`config.mk`:
```
export PLATFORM = sky130hd
export DESIGN_NAME = multi_button_debouncer
export DESIGN_NICKNAME = d
export VERILOG_FILES = /design/src/hdl/mbd_pkg.sv /design/src/hdl/multi_button_debouncer.sv /design/src/hdl/mbd_lane.sv /design/src/hdl/mbd_merge.sv
export SDC_FILE = /design/constraint.sdc
export NUM_CORES = 2
export LEC_CHECK = 0
export BUFFER_PORTS_ARGS = -buffer_cell sky130_fd_sc_hd__buf_2
export CELL_PAD_IN_SITES_DETAIL_PLACEMENT = 1
export CELL_PAD_IN_SITES_GLOBAL_PLACEMENT = 1
export CORE_UTILIZATION = 45
export DETAILED_ROUTE_END_ITERATION = 16
export PLACE_DENSITY = 0.87
export SYNTH_ARGS = -nofsm -noshare
export SYNTH_HDL_FRONTEND = slang
export SYNTH_SLANG_ARGS = --single-unit
```
`constraint.sdc`:
```
create_clock -name clk -period 9 [get_ports clk]
set_clock_uncertainty 0.05 [all_clocks]
set_input_delay 0.45 -clock clk [delete_from_list [all_inputs] [get_ports clk]]
set_output_delay 0.45 -clock clk [all_outputs]
set_load 0.05 [all_outputs]
```
`src/hdl/mbd_pkg.sv`:
```
// ---------------------------------------------------------------------------
// mbd_pkg
// Shared constants and types for the multi-button debouncer.
// ---------------------------------------------------------------------------
package mbd_pkg;

  localparam int NUM_CHANNELS = 10;
  localparam int TIME_W       = 32;
  localparam int DEB_W        = 16;
  localparam int IDX_W        = 4;

  localparam logic [DEB_W-1:0] DEBOUNCE_RESET = DEB_W'(50);

  // raw and stable level codes
  localparam logic LEVEL_HIGH = 1'b1;
  localparam logic LEVEL_LOW  = 1'b0;

  // what one lane found for the poll being accepted
  typedef struct packed {
    logic hit;
    logic pressed;
  } lane_res_t;

  // merge stage status seen by the top level
  typedef struct packed {
    logic pend_any;
    logic room;
  } merge_status_t;

endpackage

```
`src/hdl/multi_button_debouncer.sv`:
```
// ---------------------------------------------------------------------------
// multi_button_debouncer
// Timestamp debouncer for a bank of push buttons with per-button events.
// ---------------------------------------------------------------------------
// Input channel (in_valid/in_ready): one request is one poll with the current
// millisecond time now_ms and the raw levels raw_levels (1 released, 0
// pressed). All button lanes evaluate the poll in the cycle it is accepted.
// Output channel (out_valid/out_ready): one request per stable change, with
// button_index, pressed and last_event; lowest index first, the final one of
// a poll marked. A quiet poll produces nothing.
// The first event of a poll passes through the pending mask and then the
// output register. Events leave one per cycle from the output register
// while the receiver is ready. The next poll is taken in the cycle the last
// pending event moves to the output register, so polls run back to back.
// The user must write debounce_time with debounce_we only while the block
// is idle; the block itself does not enforce this.
// Reset: all buttons released, change times zero, debounce_time = 50.
// A stalled receiver holds the output register; in_ready drops while events
// of the current poll are still waiting.
// ---------------------------------------------------------------------------
module multi_button_debouncer
  import mbd_pkg::*;
(
  input  logic                    clk,
  input  logic                    rst,
  input  logic                    debounce_we,
  input  logic [DEB_W-1:0]        debounce_time,
  input  logic                    in_valid,
  output logic                    in_ready,
  input  logic [TIME_W-1:0]       now_ms,
  input  logic [NUM_CHANNELS-1:0] raw_levels,
  output logic                    out_valid,
  input  logic                    out_ready,
  output logic [IDX_W-1:0]        button_index,
  output logic                    pressed,
  output logic                    last_event
);

  logic [DEB_W-1:0]        debounce;
  logic                    accept;
  lane_res_t               res [NUM_CHANNELS];
  logic [NUM_CHANNELS-1:0] hit_mask;
  logic [NUM_CHANNELS-1:0] press_mask;
  merge_status_t           status;

  always_ff @(posedge clk) begin
    if (rst) begin
      debounce <= DEBOUNCE_RESET;
    end else if (debounce_we) begin
      debounce <= debounce_time;
    end
  end

  assign in_ready = status.room;
  assign accept   = in_valid && in_ready;

  for (genvar g = 0; g < NUM_CHANNELS; g++) begin : g_lane
    mbd_lane u_lane (
      .clk           (clk),
      .rst           (rst),
      .take          (accept),
      .now_ms        (now_ms),
      .raw           (raw_levels[g]),
      .debounce_time (debounce),
      .res           (res[g])
    );
    assign hit_mask[g]   = res[g].hit;
    assign press_mask[g] = res[g].pressed;
  end

  mbd_merge u_merge (
    .clk          (clk),
    .rst          (rst),
    .load         (accept),
    .hit_mask     (hit_mask),
    .press_mask   (press_mask),
    .status       (status),
    .out_valid    (out_valid),
    .out_ready    (out_ready),
    .button_index (button_index),
    .pressed      (pressed),
    .last_event   (last_event)
  );

  // a poll with any hit leaves pending events behind
  a_hit_pends: assert property (@(posedge clk) disable iff (rst)
    accept && (hit_mask != '0) |=> status.pend_any)
    else $error("accepted hits not queued");

  // an unmarked event means more of the same poll are still queued
  a_more_pending: assert property (@(posedge clk) disable iff (rst)
    out_valid && !last_event |-> status.pend_any)
    else $error("unmarked event with nothing behind it");

  a_index_range: assert property (@(posedge clk) disable iff (rst)
    out_valid |-> (button_index < IDX_W'(NUM_CHANNELS)))
    else $error("button index out of range");

endmodule

```
`src/hdl/mbd_lane.sv`:
```
// ---------------------------------------------------------------------------
// mbd_lane
// One button channel: tracks the last raw level, the time of the last raw
// change and the stable level, and flags a stable change on each request.
// ---------------------------------------------------------------------------
module mbd_lane
  import mbd_pkg::*;
(
  input  logic              clk,
  input  logic              rst,
  input  logic              take,
  input  logic [TIME_W-1:0] now_ms,
  input  logic              raw,
  input  logic [DEB_W-1:0]  debounce_time,
  output lane_res_t         res
);

  logic              prev_raw;
  logic              stable;
  logic [TIME_W-1:0] change_time;
  logic              changed;
  logic [TIME_W-1:0] elapsed;

  assign changed = (raw != prev_raw);
  assign elapsed = now_ms - change_time;

  // a raw change in this request blocks the event and restarts the change time
  assign res.hit     = !changed && (elapsed > {{(TIME_W-DEB_W){1'b0}}, debounce_time})
                       && (raw != stable);
  assign res.pressed = (raw == LEVEL_LOW);

  always_ff @(posedge clk) begin
    if (rst) begin
      prev_raw    <= LEVEL_HIGH;
      stable      <= LEVEL_HIGH;
      change_time <= '0;
    end else if (take) begin
      prev_raw <= raw;
      if (changed) begin
        change_time <= now_ms;
      end
      if (res.hit) begin
        stable <= raw;
      end
    end
  end

endmodule

```
`src/hdl/mbd_merge.sv`:
```
// ---------------------------------------------------------------------------
// mbd_merge
// Collects the lane hits of one request and sends them out one per cycle
// while the receiver is ready, lowest channel first, marking the last one.
// ---------------------------------------------------------------------------
module mbd_merge
  import mbd_pkg::*;
(
  input  logic                    clk,
  input  logic                    rst,
  input  logic                    load,
  input  logic [NUM_CHANNELS-1:0] hit_mask,
  input  logic [NUM_CHANNELS-1:0] press_mask,
  output merge_status_t           status,
  output logic                    out_valid,
  input  logic                    out_ready,
  output logic [IDX_W-1:0]        button_index,
  output logic                    pressed,
  output logic                    last_event
);

  logic [NUM_CHANNELS-1:0] pend;
  logic [NUM_CHANNELS-1:0] pend_after;
  logic [NUM_CHANNELS-1:0] pend_next;
  logic [NUM_CHANNELS-1:0] press_vec;
  logic [NUM_CHANNELS-1:0] low_bit;
  logic [IDX_W-1:0]        pick;
  logic                    take;

  assign take    = (pend != '0) && (!out_valid || out_ready);
  assign low_bit = pend & ~(pend - NUM_CHANNELS'(1));

  always_comb begin
    pick = '0;
    for (int i = NUM_CHANNELS - 1; i >= 0; i--) begin
      if (pend[i]) begin
        pick = IDX_W'(i);
      end
    end
  end

  assign pend_after = take ? (pend & (pend - NUM_CHANNELS'(1))) : pend;
  assign pend_next  = load ? hit_mask : pend_after;

  assign status.pend_any = (pend != '0);
  assign status.room     = (pend_after == '0);

  always_ff @(posedge clk) begin
    if (rst) begin
      pend      <= '0;
      out_valid <= 1'b0;
    end else begin
      pend <= pend_next;
      if (take) begin
        out_valid <= 1'b1;
      end else if (out_ready) begin
        out_valid <= 1'b0;
      end
    end
  end

  always_ff @(posedge clk) begin
    if (load) begin
      press_vec <= press_mask;
    end
    if (take) begin
      button_index <= pick;
      pressed      <= |(low_bit & press_vec);
      last_event   <= (pend_after == '0);
    end
  end

endmodule

```
==> metrics.yaml <==
status: "finished, violations left"
failed_checks: "design-rule violations"
synthDistinctLibCells: 109
cp_max_fo: 32
synth_edf_count: 16
cts_tree: "yes"
reg2reg_to: "g_lane[8].u_lane.change_time[19]"
via_per_inst: 6.17
arrival_ps: 5920
diodes: 0
coreArea_mm2: 0.0808
finalNetCount: 5631
grt_max_degree: 170
grt_pass1_vias: 38600
whs_path_depth: 3
routed_wl_um: 135000
final_cell_mix: "932 x nand2_1, 727 x a21oi_1, 470 x ha_1"
drt-initial-drc-count: 2474
whs_ps: 29.6
clk_latency_ps: 630
clk_transition_reported_paths_ps: 60
tns_ps: 0
drc_errors: 3
die_x_um: 288
setup_ws_ps: 3480
start_util_pct: 45.7
vdd_drop_max_mv: 0.287
synth-main-ff-cell: "dfxtp_1"
rsz0062_at_grt: "no"
syn-num-nets: 5677
post_cts_buffers: 0
vias: 38200
cts_hold_buf: 7
htreeDepth: 2
async_reset_ff_share_pct: 0
crit_path_end_kind: "register"
rows: 104
p_leak_nw: 15.7
ff2ff_path_depth: 12
hold_viol_final: 0
port_buffers: 70
dp_slack_ps: 3140
critical_path_class: "reg -> reg"
fmax_mhz: 181
grt_pass1_wl_um: 212000
synth_warnings: 0
setup_viol: 0
cts_resized: 0
final_common_cell: "nand2_1"
min_to: "debounce[3]"
ant_nets: 0
clock-sinks: 383
drt-wirelength-per-cell_um: 21.9
fin_crit_ps: 5520
min_from: "debounce_time[3]"
grt_use_total_pct: 31.9
r2r-start: "u_merge.pend[4]"
die-area_mm2: 0.0832
num_io_pins: 71
drv_cap: 0
place_congestion: 0.943
clock_path_buffers: 3
startpoint_type: "register"
worstMarginPinSlew_ps: 1240
drv_slew: 0
drive_gt1_share_pct: 5.89
ys_seq_area_share_pct: 21.2
cts_buffers: 50
power_per_cell_area_mw_per_mm2: 275
fillers: 10300
r2r_setup_slack_ps: 3480
die_y_um: 288
maxSlewHeadroom_pct: 17.1
grt.overflow.total: 0
required_ps: 9410
synth_area_mm2: 0.0369
synthCells: 5134
hold_class: "in -> reg"
dr.pass1.iters: 11
root_buffer: "clkbuf_16"
finalCritPeriodShare_pct: 61.3
antenna_found_initial: 2
syn_to_final_growth_pct: 7.72
hpwl_um: 95200
synth-seq-cells: 383
avgSynthCellArea_um2: 7.19
==> kinds of logic after synthesis <==
kind of cell	Yosys count	synth area share [%]
simple gates	1767	21.9
fa+ha+maj	480	16.5
compound gates	1599	27.1
mux	50	1.43
xor+xnor	195	4.65
buf+inv	660	7.26
flops	383	21.2
==> power by group <==
| part | leakage [nW] | switching, W | internal (W) | total (W) |
|---|---|---|---|---|
| clock | 0.846 | 0.000878 | 0.00125 | 0.00213 |
| sequential | 3.15 | 0.000248 | 0.00212 | 0.00237 |
| combinational | 11.7 | 0.00408 | 0.00234 | 0.00642 |
| total | 15.7 | 0.00521 | 0.00572 | 0.0109 |
==> state kept, by name, indices dropped and copies added, names as in the netlist <==
name	cells
u_merge.out_valid	1
debounce	16
u_merge.button_index	4
g_lane.u_lane.change_time	320
g_lane.u_lane.prev_raw	10
u_merge.pend	10
u_merge.press_vec	10
u_merge.pressed	1
g_lane.u_lane.stable	10
u_merge.last_event	1
==> Yosys cell counts, types with 25 or more instances <==
library cell / n / area share (%)
xor2_1: 83 / 2.0
a21oi_1: 727 / 9.9
nand2b_1: 51 / 0.86
nand3_1: 73 / 0.99
a31oi_1: 37 / 0.63
and2_1: 27 / 0.46
o211ai_1: 53 / 1.1
mux2i_1: 38 / 1.0
clkbuf_1: 136 / 1.4
o21bai_1: 41 / 0.83
o21a_1: 74 / 1.5
a21o_1: 135 / 2.7
buf_2: 56 / 0.76
dfxtp_1: 367 / 20
nor2b_1: 56 / 0.95
a211oi_1: 34 / 0.69
o21ai_0: 212 / 2.9
xnor2_1: 111 / 2.6
buf_4: 31 / 0.63
nor3_1: 66 / 0.89
nor2_1: 275 / 2.8
and3_1: 40 / 0.68
nand2_1: 932 / 9.5
nand4_1: 103 / 1.7
nor4_1: 25 / 0.42
ha_1: 470 / 16
or3_1: 27 / 0.46
inv_1: 425 / 4.3
==> through the flow <==
step / util [%] / cell area, um2 / instances / power (W)
2_1_floorplan: - / 36900 / 5134 / 0.00704
3_3_place_gp: 47.0 / 38000 / 6089 / 0.00834
3_5_place_dp: 47.0 / 38000 / 6089 / 0.00864
4_1_cts: 49.2 / 39800 / 6189 / 0.0109
5_1_grt: 49.2 / 39800 / 6189 / 0.0117
6_report: 49.2 / 39800 / 6189 / 0.0109
==> worst max path at each step <==
| stage | startpoint | endpoint | depth (start not counted) |
|---|---|---|---|
| detailed placement | now_ms[1] | g_lane[5].u_lane.stable | 20 |
| CTS | u_merge.pend[2] | g_lane[5].u_lane.change_time[20] | 11 |
| finish | u_merge.pend[4] | g_lane[8].u_lane.change_time[19] | 12 |
| global placement | now_ms[1] | g_lane[5].u_lane.stable | 22 |
| floorplan | now_ms[0] | g_lane[5].u_lane.stable | 23 |
| global route | now_ms[1] | u_merge.pend[2] | 22 |
==> layer usage <==
metal,global-route usage [%],up-vias,routed length (um)
met5,0,-,18
met4,14.2,2,6550
met3,4.65,323,8110
met2,52.5,1037,61300
met1,41.1,18800,59300
li1,-,18100,-
==> worst max-delay path, cell delays in order (launching register included) <==
cell and delay (ps):
dfxtp_1 650, nor2_1 210, nand2_1 190, o21ai_0 340
o31a_1 350, o32a_1 210, nor4_4 320, nand2_2 640
inv_2 930, nand2_1 800, buf_4 460, nand2_1 100
a21oi_1 70
==> layout make-up <==
type,instances,area (um2),share of cell area [%]
clock buffer,60,1360,3.42
multi-input combinational,4091,26400,66.4
clock inverter,33,357,0.897
inverter,426,1600,4.02
sequential,383,7830,19.7
timing repair buffer,136,886,2.23
tap,1060,1330,3.33
No activity file was read; power rests on OpenSTA's default activity.
